File: src/sv/stl_pkg.sv
// Shared types and constants for the script token lexer.
// Depends on nothing; every module file imports it.
package stl_pkg;

   localparam int POSITION_BITS = 16;
   localparam int FIELD_BITS    = 16;
   localparam int TYPE_BITS     = 6;

   localparam int RSP_PTR_BITS  = 2;
   localparam int RSP_DEPTH     = 1 << RSP_PTR_BITS;
   localparam int RSP_CNT_BITS  = $clog2(RSP_DEPTH + 1);

   localparam logic [TYPE_BITS-1:0] TOK_END     = 6'd0;
   localparam logic [TYPE_BITS-1:0] TOK_ILLEGAL = 6'd1;
   localparam logic [TYPE_BITS-1:0] TOK_SEMI    = 6'd2;
   localparam logic [TYPE_BITS-1:0] TOK_COMMA   = 6'd3;
   localparam logic [TYPE_BITS-1:0] TOK_BANG    = 6'd4;
   localparam logic [TYPE_BITS-1:0] TOK_STAR    = 6'd5;
   localparam logic [TYPE_BITS-1:0] TOK_SLASH   = 6'd6;
   localparam logic [TYPE_BITS-1:0] TOK_PERCENT = 6'd7;
   localparam logic [TYPE_BITS-1:0] TOK_GT      = 6'd8;
   localparam logic [TYPE_BITS-1:0] TOK_LT      = 6'd9;
   localparam logic [TYPE_BITS-1:0] TOK_LPAREN  = 6'd10;
   localparam logic [TYPE_BITS-1:0] TOK_RPAREN  = 6'd11;
   localparam logic [TYPE_BITS-1:0] TOK_LBRACE  = 6'd12;
   localparam logic [TYPE_BITS-1:0] TOK_RBRACE  = 6'd13;
   localparam logic [TYPE_BITS-1:0] TOK_LBRACK  = 6'd14;
   localparam logic [TYPE_BITS-1:0] TOK_RBRACK  = 6'd15;
   localparam logic [TYPE_BITS-1:0] TOK_PLUS    = 6'd16;
   localparam logic [TYPE_BITS-1:0] TOK_MINUS   = 6'd17;
   localparam logic [TYPE_BITS-1:0] TOK_ASSIGN  = 6'd18;
   localparam logic [TYPE_BITS-1:0] TOK_EQ      = 6'd19;
   localparam logic [TYPE_BITS-1:0] TOK_NOT_EQ  = 6'd20;
   localparam logic [TYPE_BITS-1:0] TOK_INT     = 6'd21;
   localparam logic [TYPE_BITS-1:0] TOK_STRING  = 6'd22;
   localparam logic [TYPE_BITS-1:0] TOK_IDENT   = 6'd23;
   localparam logic [TYPE_BITS-1:0] TOK_KW_BASE = 6'd24;

   typedef struct packed {
      logic [7:0] text_byte;
      logic       end_marker;
   } req_type;

   typedef struct packed {
      logic [TYPE_BITS-1:0]  token_type;
      logic [FIELD_BITS-1:0] token_start;
      logic [FIELD_BITS-1:0] token_length;
      logic                  last_in_run;
   } rsp_type;

   typedef struct packed {
      logic [1:0] count;
      rsp_type    first;
      rsp_type    second;
   } push_type;

endpackage

File: src/sv/stl_step.sv
// Lexer state registers and the per-byte step logic.
// Depends on stl_pkg; feeds up to two tokens a word into the result queue.
module stl_step import stl_pkg::*; (
   input  logic     clock,
   input  logic     reset,
   input  logic     consume,
   input  req_type  item,
   output push_type push
);

   localparam logic [2:0] MODE_IDLE    = 3'd0;
   localparam logic [2:0] MODE_COMMENT = 3'd1;
   localparam logic [2:0] MODE_STRING  = 3'd2;
   localparam logic [2:0] MODE_IDENT   = 3'd3;
   localparam logic [2:0] MODE_INT     = 3'd4;
   localparam logic [2:0] MODE_EQ      = 3'd5;
   localparam logic [2:0] MODE_BANG    = 3'd6;

   localparam logic [7:0] CH_NUL   = 8'h00;
   localparam logic [7:0] CH_TAB   = 8'h09;
   localparam logic [7:0] CH_LF    = 8'h0A;
   localparam logic [7:0] CH_CR    = 8'h0D;
   localparam logic [7:0] CH_SPACE = 8'h20;
   localparam logic [7:0] CH_BANG  = 8'h21;
   localparam logic [7:0] CH_QUOTE = 8'h22;
   localparam logic [7:0] CH_HASH  = 8'h23;
   localparam logic [7:0] CH_EQUAL = 8'h3D;
   localparam logic [7:0] CH_QUERY = 8'h3F;

   localparam int KW_COUNT = 10;
   localparam logic [47:0] KW_PACK [KW_COUNT] = '{
      48'h00000076616C, 48'h000000766172, 48'h00000000666E, 48'h72657475726E,
      48'h000000006966, 48'h0000656C7365, 48'h007768696C65, 48'h000074727565,
      48'h0066616C7365, 48'h0000004E494C
   };

   localparam logic [POSITION_BITS-1:0] POS_MAX = {POSITION_BITS{1'b1}};

   function automatic logic is_letter(input logic [7:0] c);
      return (c >= 8'h61 && c <= 8'h7A) || (c >= 8'h41 && c <= 8'h5A) || c == 8'h5F;
   endfunction

   function automatic logic is_digit(input logic [7:0] c);
      return c >= 8'h30 && c <= 8'h39;
   endfunction

   function automatic logic [POSITION_BITS-1:0] sat_inc(input logic [POSITION_BITS-1:0] p);
      return (p == POS_MAX) ? p : p + 1'b1;
   endfunction

   function automatic logic [FIELD_BITS-1:0] to_field(input logic [POSITION_BITS-1:0] p);
      logic [31:0] w;
      w = 32'(p);
      return w[FIELD_BITS-1:0];
   endfunction

   function automatic logic [TYPE_BITS-1:0] punct_type(input logic [7:0] c);
      logic [TYPE_BITS-1:0] t;
      case (c)
         8'h3B: t = TOK_SEMI;
         8'h2C: t = TOK_COMMA;
         8'h2A: t = TOK_STAR;
         8'h2F: t = TOK_SLASH;
         8'h25: t = TOK_PERCENT;
         8'h3E: t = TOK_GT;
         8'h3C: t = TOK_LT;
         8'h28: t = TOK_LPAREN;
         8'h29: t = TOK_RPAREN;
         8'h7B: t = TOK_LBRACE;
         8'h7D: t = TOK_RBRACE;
         8'h5B: t = TOK_LBRACK;
         8'h5D: t = TOK_RBRACK;
         8'h2B: t = TOK_PLUS;
         8'h2D: t = TOK_MINUS;
         default: t = TOK_ILLEGAL;
      endcase
      return t;
   endfunction

   function automatic logic [TYPE_BITS-1:0] word_type(input logic [47:0] win,
                                                     input logic too_long);
      logic [TYPE_BITS-1:0] t;
      t = TOK_IDENT;
      for (int i = 0; i < KW_COUNT; i++) begin
         if (!too_long && win == KW_PACK[i]) begin
            t = TOK_KW_BASE + TYPE_BITS'(i);
         end
      end
      return t;
   endfunction

   function automatic rsp_type mk_tok(input logic [TYPE_BITS-1:0] t,
                                      input logic [FIELD_BITS-1:0] start,
                                      input logic [FIELD_BITS-1:0] len);
      rsp_type r;
      r.token_type   = t;
      r.token_start  = start;
      r.token_length = len;
      r.last_in_run  = 1'b0;
      return r;
   endfunction

   logic [2:0]               mode_ff, mode_in;
   logic [POSITION_BITS-1:0] pos_ff, pos_in;
   logic [POSITION_BITS-1:0] begin_ff, begin_in;
   logic [47:0]              window_ff, window_in;
   logic                     too_long_ff, too_long_in;

   logic [7:0]               c;
   logic [POSITION_BITS-1:0] p;
   logic [POSITION_BITS-1:0] span;

   logic                     flush_v;
   rsp_type                  flush_tok;

   logic                     idle_v;
   rsp_type                  idle_tok;
   logic [2:0]               idle_mode;
   logic                     idle_begin_v;
   logic [POSITION_BITS-1:0] idle_begin;
   logic                     idle_ident;
   logic                     idle_restart;

   logic                     use_idle;
   logic                     a_v, b_v;
   rsp_type                  a_tok, b_tok;

   assign c    = item.text_byte;
   assign p    = pos_ff;
   assign span = (p >= begin_ff) ? p - begin_ff : '0;

   always_comb begin
      flush_v   = 1'b1;
      flush_tok = mk_tok(TOK_STRING, to_field(begin_ff), to_field(span));
      case (mode_ff)
         MODE_STRING: flush_tok = mk_tok(TOK_STRING, to_field(begin_ff), to_field(span));
         MODE_IDENT:  flush_tok = mk_tok(word_type(window_ff, too_long_ff),
                                         to_field(begin_ff), to_field(span));
         MODE_INT:    flush_tok = mk_tok(TOK_INT, to_field(begin_ff), to_field(span));
         MODE_EQ:     flush_tok = mk_tok(TOK_ASSIGN, to_field(begin_ff), 16'd1);
         MODE_BANG:   flush_tok = mk_tok(TOK_BANG, to_field(begin_ff), 16'd1);
         default:     flush_v   = 1'b0;
      endcase
   end

   always_comb begin
      idle_v       = 1'b0;
      idle_tok     = mk_tok(punct_type(c), to_field(p), 16'd1);
      idle_mode    = MODE_IDLE;
      idle_begin_v = 1'b0;
      idle_begin   = p;
      idle_ident   = 1'b0;
      idle_restart = 1'b0;
      case (c)
         CH_SPACE, CH_LF, CH_TAB, CH_CR: idle_mode = MODE_IDLE;
         CH_HASH: idle_mode = MODE_COMMENT;
         CH_QUOTE: begin
            idle_mode    = MODE_STRING;
            idle_begin_v = 1'b1;
            idle_begin   = sat_inc(p);
         end
         CH_EQUAL: begin
            idle_mode    = MODE_EQ;
            idle_begin_v = 1'b1;
         end
         CH_BANG: begin
            idle_mode    = MODE_BANG;
            idle_begin_v = 1'b1;
         end
         CH_NUL: begin
            idle_v       = 1'b1;
            idle_tok     = mk_tok(TOK_END, to_field(p), 16'd0);
            idle_restart = 1'b1;
         end
         default: begin
            if (is_letter(c)) begin
               idle_mode    = MODE_IDENT;
               idle_begin_v = 1'b1;
               idle_ident   = 1'b1;
            end else if (is_digit(c)) begin
               idle_mode    = MODE_INT;
               idle_begin_v = 1'b1;
            end else begin
               idle_v = 1'b1;
            end
         end
      endcase
   end

   always_comb begin
      mode_in     = mode_ff;
      pos_in      = sat_inc(p);
      begin_in    = begin_ff;
      window_in   = window_ff;
      too_long_in = too_long_ff;
      use_idle    = 1'b0;
      a_v         = 1'b0;
      a_tok       = flush_tok;
      b_v         = 1'b0;
      b_tok       = idle_tok;

      if (item.end_marker) begin
         a_v         = flush_v;
         b_v         = 1'b1;
         b_tok       = mk_tok(TOK_END, to_field(p), 16'd0);
         mode_in     = MODE_IDLE;
         pos_in      = '0;
         begin_in    = '0;
         window_in   = '0;
         too_long_in = 1'b0;
      end else begin
         case (mode_ff)
            MODE_COMMENT: begin
               if (c == CH_LF) begin
                  mode_in = MODE_IDLE;
               end
            end
            MODE_STRING: begin
               if (c == CH_QUOTE) begin
                  a_v     = 1'b1;
                  mode_in = MODE_IDLE;
               end
            end
            MODE_IDENT: begin
               if (is_letter(c) || is_digit(c) || c == CH_QUERY) begin
                  if (window_ff[47:40] != 8'h00) begin
                     too_long_in = 1'b1;
                  end
                  window_in = {window_ff[39:0], c};
               end else begin
                  a_v      = 1'b1;
                  use_idle = 1'b1;
               end
            end
            MODE_INT: begin
               if (!is_digit(c)) begin
                  a_v      = 1'b1;
                  use_idle = 1'b1;
               end
            end
            MODE_EQ, MODE_BANG: begin
               if (c == CH_EQUAL) begin
                  b_v     = 1'b1;
                  b_tok   = mk_tok((mode_ff == MODE_EQ) ? TOK_EQ : TOK_NOT_EQ,
                                   to_field(begin_ff), 16'd2);
                  mode_in = MODE_IDLE;
               end else begin
                  a_v      = 1'b1;
                  use_idle = 1'b1;
               end
            end
            default: use_idle = 1'b1;
         endcase

         if (use_idle) begin
            b_v     = idle_v;
            mode_in = idle_mode;
            if (idle_begin_v) begin
               begin_in = idle_begin;
            end
            if (idle_ident) begin
               window_in   = {40'h0, c};
               too_long_in = 1'b0;
            end
            if (idle_restart) begin
               mode_in     = MODE_IDLE;
               pos_in      = '0;
               begin_in    = '0;
               window_in   = '0;
               too_long_in = 1'b0;
            end
         end
      end
   end

   always_comb begin
      push.count  = consume ? ({1'b0, a_v} + {1'b0, b_v}) : 2'd0;
      push.first  = a_v ? a_tok : b_tok;
      push.first.last_in_run = !(a_v && b_v);
      push.second = b_tok;
      push.second.last_in_run = 1'b1;
   end

   always_ff @(posedge clock) begin
      if (reset) begin
         mode_ff     <= MODE_IDLE;
         pos_ff      <= '0;
         begin_ff    <= '0;
         window_ff   <= '0;
         too_long_ff <= 1'b0;
      end else if (consume) begin
         mode_ff     <= mode_in;
         pos_ff      <= pos_in;
         begin_ff    <= begin_in;
         window_ff   <= window_in;
         too_long_ff <= too_long_in;
      end
   end

endmodule

File: src/sv/stl_fifo.sv
// Result queue: takes up to two tokens a cycle, hands out one a word.
// Depends on stl_pkg for the token and push types.
module stl_fifo import stl_pkg::*; (
   input  logic     clock,
   input  logic     reset,
   input  push_type push,
   input  logic     pop,
   output logic     head_valid,
   output rsp_type  head,
   output logic     room
);

   rsp_type                 q_ff [RSP_DEPTH];
   logic [RSP_PTR_BITS-1:0] wr_ptr_ff, wr_ptr_in;
   logic [RSP_PTR_BITS-1:0] rd_ptr_ff, rd_ptr_in;
   logic [RSP_CNT_BITS-1:0] count_ff, count_in;
   logic [RSP_PTR_BITS-1:0] wr_next;

   assign wr_next    = wr_ptr_ff + 1'b1;
   assign head_valid = (count_ff != '0);
   assign head       = q_ff[rd_ptr_ff];
   assign room       = (count_ff <= RSP_CNT_BITS'(RSP_DEPTH - 2));

   always_comb begin
      wr_ptr_in = wr_ptr_ff + RSP_PTR_BITS'(push.count);
      rd_ptr_in = rd_ptr_ff + RSP_PTR_BITS'(pop);
      count_in  = count_ff + RSP_CNT_BITS'(push.count) - RSP_CNT_BITS'(pop);
   end

   always_ff @(posedge clock) begin
      if (push.count != 2'd0) begin
         q_ff[wr_ptr_ff] <= push.first;
      end
      if (push.count == 2'd2) begin
         q_ff[wr_next] <= push.second;
      end
   end

   always_ff @(posedge clock) begin
      if (reset) begin
         wr_ptr_ff <= '0;
         rd_ptr_ff <= '0;
         count_ff  <= '0;
      end else begin
         wr_ptr_ff <= wr_ptr_in;
         rd_ptr_ff <= rd_ptr_in;
         count_ff  <= count_in;
      end
   end

endmodule

File: src/sv/script_token_lexer.sv
// Top level of the script token lexer: input register, step logic, result queue.
// Depends on stl_pkg, stl_step and stl_fifo.
//
// Usage:
//   req channel carries one source byte, or an end marker, per word.
//   rsp channel carries one token per word: type, start offset, length,
//   and a flag on the last token caused by a given input word.
//   A byte gives zero, one or two tokens; a zero byte outside a string or
//   comment, or the end marker, gives END and restarts offsets at zero.
// Timing:
//   A request word is registered in the input register, stepped once the queue
//   has room, and its tokens are written into the queue, which offers them on rsp.
//   One request word is taken every cycle while the four-entry result queue
//   has room for two tokens; words that give two tokens fill the queue faster
//   than rsp drains it at one token a cycle, so the sustained rate is set by rsp.
// Reset:
//   Synchronous; clears the lexer state, the input register's valid flag and the queue pointers.
// Stall:
//   rsp_stall holds the head token; once the queue lacks room for two tokens
//   req_stall rises with the pending request word held in the input register.
module script_token_lexer import stl_pkg::*; (
   input  logic    clock,
   input  logic    reset,
   input  logic    req_valid,
   output logic    req_stall,
   input  req_type req_data,
   output logic    rsp_valid,
   input  logic    rsp_stall,
   output rsp_type rsp_data
);

   req_type  in_ff;
   logic     in_valid_ff, in_valid_in;
   logic     room;
   logic     consume;
   logic     take;
   push_type push;

   assign consume     = in_valid_ff && room;
   assign req_stall   = in_valid_ff && !consume;
   assign take        = req_valid && !req_stall;
   assign in_valid_in = take || (in_valid_ff && !consume);

   always_ff @(posedge clock) begin
      if (take) begin
         in_ff <= req_data;
      end
   end

   always_ff @(posedge clock) begin
      if (reset) begin
         in_valid_ff <= 1'b0;
      end else begin
         in_valid_ff <= in_valid_in;
      end
   end

   stl_step u_step (
      .clock   (clock),
      .reset   (reset),
      .consume (consume),
      .item    (in_ff),
      .push    (push)
   );

   stl_fifo u_fifo (
      .clock      (clock),
      .reset      (reset),
      .push       (push),
      .pop        (rsp_valid && !rsp_stall),
      .head_valid (rsp_valid),
      .head       (rsp_data),
      .room       (room)
   );

endmodule

File: config.mk
export PLATFORM = sky130hd
export DESIGN_NAME = script_token_lexer
export DESIGN_NICKNAME = d
export VERILOG_FILES = /design/src/sv/stl_pkg.sv /design/src/sv/stl_step.sv /design/src/sv/stl_fifo.sv /design/src/sv/script_token_lexer.sv
export SDC_FILE = /design/constraint.sdc
export NUM_CORES = 1
export LEC_CHECK = 0
export CORE_UTILIZATION = 25
export CTS_BUF_LIST = sky130_fd_sc_hd__clkbuf_8
export DETAILED_ROUTE_END_ITERATION = 7
export DONT_BUFFER_PORTS = 1
export HOLD_SLACK_MARGIN = 0.15
export PLACE_DENSITY = 0.44
export SLEW_MARGIN = 20
export SYNTH_ARGS = -nofsm -noshare
export SYNTH_HDL_FRONTEND = slang
export SYNTH_SLANG_ARGS = --single-unit
File: constraint.sdc
create_clock -name clock -period 9.04 [get_ports clock]
set_input_delay 1.808 -clock clock [delete_from_list [all_inputs] [get_ports clock]]
set_output_delay 1.808 -clock clock [all_outputs]
set_load 0.01 [all_outputs]
==> metrics <==
clock buffers created by TritonCTS 46; core area 51800 sq um; worst r2r dst u_fifo.q_ff[2][0]$_SDFFE_PP1P_; mapped cell area 13200 sq um; min Tclk post-route 5490 ps; gp weighted congestion 0.854; Leak Pwr 4.94 nW; CTS tree built; Synth warnings 0; WL final 41100 microns; total track usage 15.4%; Die ar. 53900 sq um; ys async rst share 0%; share of cells above drive strength 1 13.0%; worst hold path depth 2; CP endpoint u_fifo.q_ff[2][0]$_SDFFE_PP1P_; R2R Path Start in_ff[5]$_DFFE_PP_; Worst Skew 37.4 ps; Fin. Hold Viols 0; #FFs+latches synth 257; via count 10218; Initial Util 25.5%; Max clock buf depth 3; RSZ-0062 raised after global routing false; HP Start u_fifo.q_ff[1][38]$_SDFFE_PP0P_; Critical Path RT 9510 ps; EDFF count, synth 101; Slew Limit Fails 0; DRT iter0 DRCs 708; CP max stage delay 730 ps; Die H 232 microns; area grow syn2layout 12.4%; slowest CP cell inv_1; Critical Path Start in_ff[5]$_DFFE_PP_; cell count after synthesis 1240; grt ovf 0; actual slew at the worst max-slew pin 1110 ps; fmax 182 MHz; Final period util 60.7%; Clock Pin Slew Worst Setup and Hold Paths 60 ps; critical path endpoint category flop; top-area cell type share of the netlist area 23.6%; cell family with most CP delay simple AND/OR/NAND/NOR gates; CP Depth 14; I/O pin cnt 54; Main synth FF type dfxtp_1; WHS 459 ps; Min-Delay Path Class reg -> reg; Post-layout nets 1250; dominant cell type by area after synthesis dfxtp_1; final setup vio count 0; worst reg-to-reg setup slack 3550 ps; PwrDens 196 nW/um^2; largest fanout on the critical path 24; Routed Antenna Nets 0; WP buf/inv 3; Avg Synthesized Cell Area 10.7 sq um; critical-path cell list nor4b_2 -> and3_1 -> a22oi_1 -> nand3b_1 -> o21ai_1 -> buf_4 -> inv_2 -> ha_1 -> o21ai_1 -> or2_2 -> and2_1 -> inv_1 -> nor2_1 -> a21oi_1; post-cts sizing count 0; syn_nets 1278; dpl hpwl 28200 microns; CP Class reg -> reg; detailed-router iteration count before antenna repair 7; chip width 232 microns; DR vias/cell 5.31; Most common cell on crit path o21ai_1; number of port buffers 0; hold_buf cts 0; CTS Root Cell clkbuf_8; sequential area share after synthesis 46.5%; standard-cell rows 83; clk sink count 257; first-pass GRT wire length 63700 microns; post-CTS setup buffers 0; later-pin clock latency in the skew report 620 ps; post-synth cell types 91; setup_tns 0 ps; run status finished clean; n_diodes 0; largest net degree at the start of global routing 50; dominant cells by area after synthesis dfxtp_1 24%, edfxtp_1 23%, a22o_1 11%, mux4_2 6.6%, nor2_1 2.6%; vias in the first global route 10068; drc violations 0; R2R depth 14; crit path DAT 5960 ps; worst rel slew slack 23.8%; Max-Cap Viols 0; H-tree lvl count 2; initial antenna violation count 0; CP Launch Type flop; worst vdd ir 86.3 uV; total design power 2.91 mW; Routed WL per cell 21.4 microns; fillcell total 5359
[layout make-up]
class	instances	area (sq um)	area share [%]
tap	680	851	5.72
timing repair buffer	17	128	0.858
clock inverter	24	213	1.43
sequential	257	6160	41.4
inverter	40	150	1.01
clock buffer	58	798	5.37
multi-input combinational	850	6580	44.2
[sequential cells by signal, indices dropped and copies added (netlist names)]
name and flops:
u_step.mode_ff 3, in_valid_ff 1, u_fifo.rd_ptr_ff 2, u_fifo.count_ff 3
u_step.too_long_ff 1, u_step.begin_ff 16, u_fifo.wr_ptr_ff 2, u_step.p 16
u_fifo.q_ff 156, u_step.window_ff 48, in_ff 9
[where the power goes]
part / internal, mW / leakage, nW / total, mW / switching, mW
sequential: 1.24 / 2.19 / 1.29 / 0.0407
combinational: 0.158 / 2.19 / 0.423 / 0.265
clock: 0.692 / 0.565 / 1.20 / 0.513
total: 2.09 / 4.94 / 2.91 / 0.819
[kinds of logic (layout without fill, tap and decap cells)]
kind of cell	count (synthesis)	after routing	synth area share (%)
buffers and inverters	133	139	4.10
flip-flops	257	257	46.5
AND/OR/NAND/NOR	354	354	15.0
adder cells (fa/ha/maj)	25	25	2.48
XOR/XNOR	31	31	2.05
multiplexers	46	46	7.17
AO/OA/AOI/OAI	394	394	22.7
[worst min-delay path, cell delays in order, from the launching register on]
cell	delay, ps
dfxtp_1	310
nand2_1	50
o21ai_1	50
[how the worst min path moves through the flow]
stage / end / slack [ps]
4_1_cts: u_fifo.q_ff[0][38]$_SDFFE_PP0N_ / 460
6_report: u_fifo.q_ff[1][38]$_SDFFE_PP0P_ / 460
2_1_floorplan: u_fifo.q_ff[2][38]$_SDFFE_PP0P_ / 430
3_3_place_gp: u_fifo.q_ff[1][38]$_SDFFE_PP0P_ / 440
3_5_place_dp: u_fifo.q_ff[0][38]$_SDFFE_PP0N_ / 450
5_1_grt: u_fifo.q_ff[3][0]$_SDFFE_PP1N_ / 490
[layout by cell type (no fill, tap or decap), types with 20 or more instances in the layout]
cell type  instances
dfxtp_1          154
mux4_2            39
o22ai_1           22
o21ai_0           23
nand4_1           21
a21oi_1           48
o21ai_1           22
inv_1             49
ha_1              23
clkbuf_8          58
nor2_1            91
xnor2_1           25
nand3b_1          20
edfxtp_1         101
nand2_1           48
nor3_1            24
a22o_1           168
[synth_stat cells, types with 11 or more instances]
library cell,count
o31ai_1,15
nand2b_1,17
inv_1,38
nor2_1,92
a22o_1,168
o22ai_1,22
edfxtp_1,101
dfxtp_1,156
nand2_1,48
nand3b_1,20
nand4_1,21
o21ai_1,24
nand3_1,18
nor3_1,25
buf_1,14
or3_1,12
and3_1,13
buf_2,20
o21a_1,11
xnor2_1,25
and2_1,14
ha_1,23
a21oi_1,50
o21ai_0,23
mux4_2,39
clkbuf_1,55
nor2b_1,12
[per-layer routing]
layer,wire length (microns),vias to the layer above,global-route usage (%)
met5,0,-,0
met4,969,0,4.69
met3,2300,64,3.41
met2,18300,280,23.6
met1,19600,5078,21.3
li1,-,4796,-
[metrics by stage]
step	instances	util (%)	setup WS, ps	cell area [sq um]
CTS	1926	28.7	3560	14900
global placement	1844	26.8	3780	13900
detailed placement	1844	26.8	3630	13900
global route	1926	28.7	2950	14900
finish	1926	28.7	3550	14900
floorplan	1240	-	4820	13200
(Power assumes the default switching activity.)
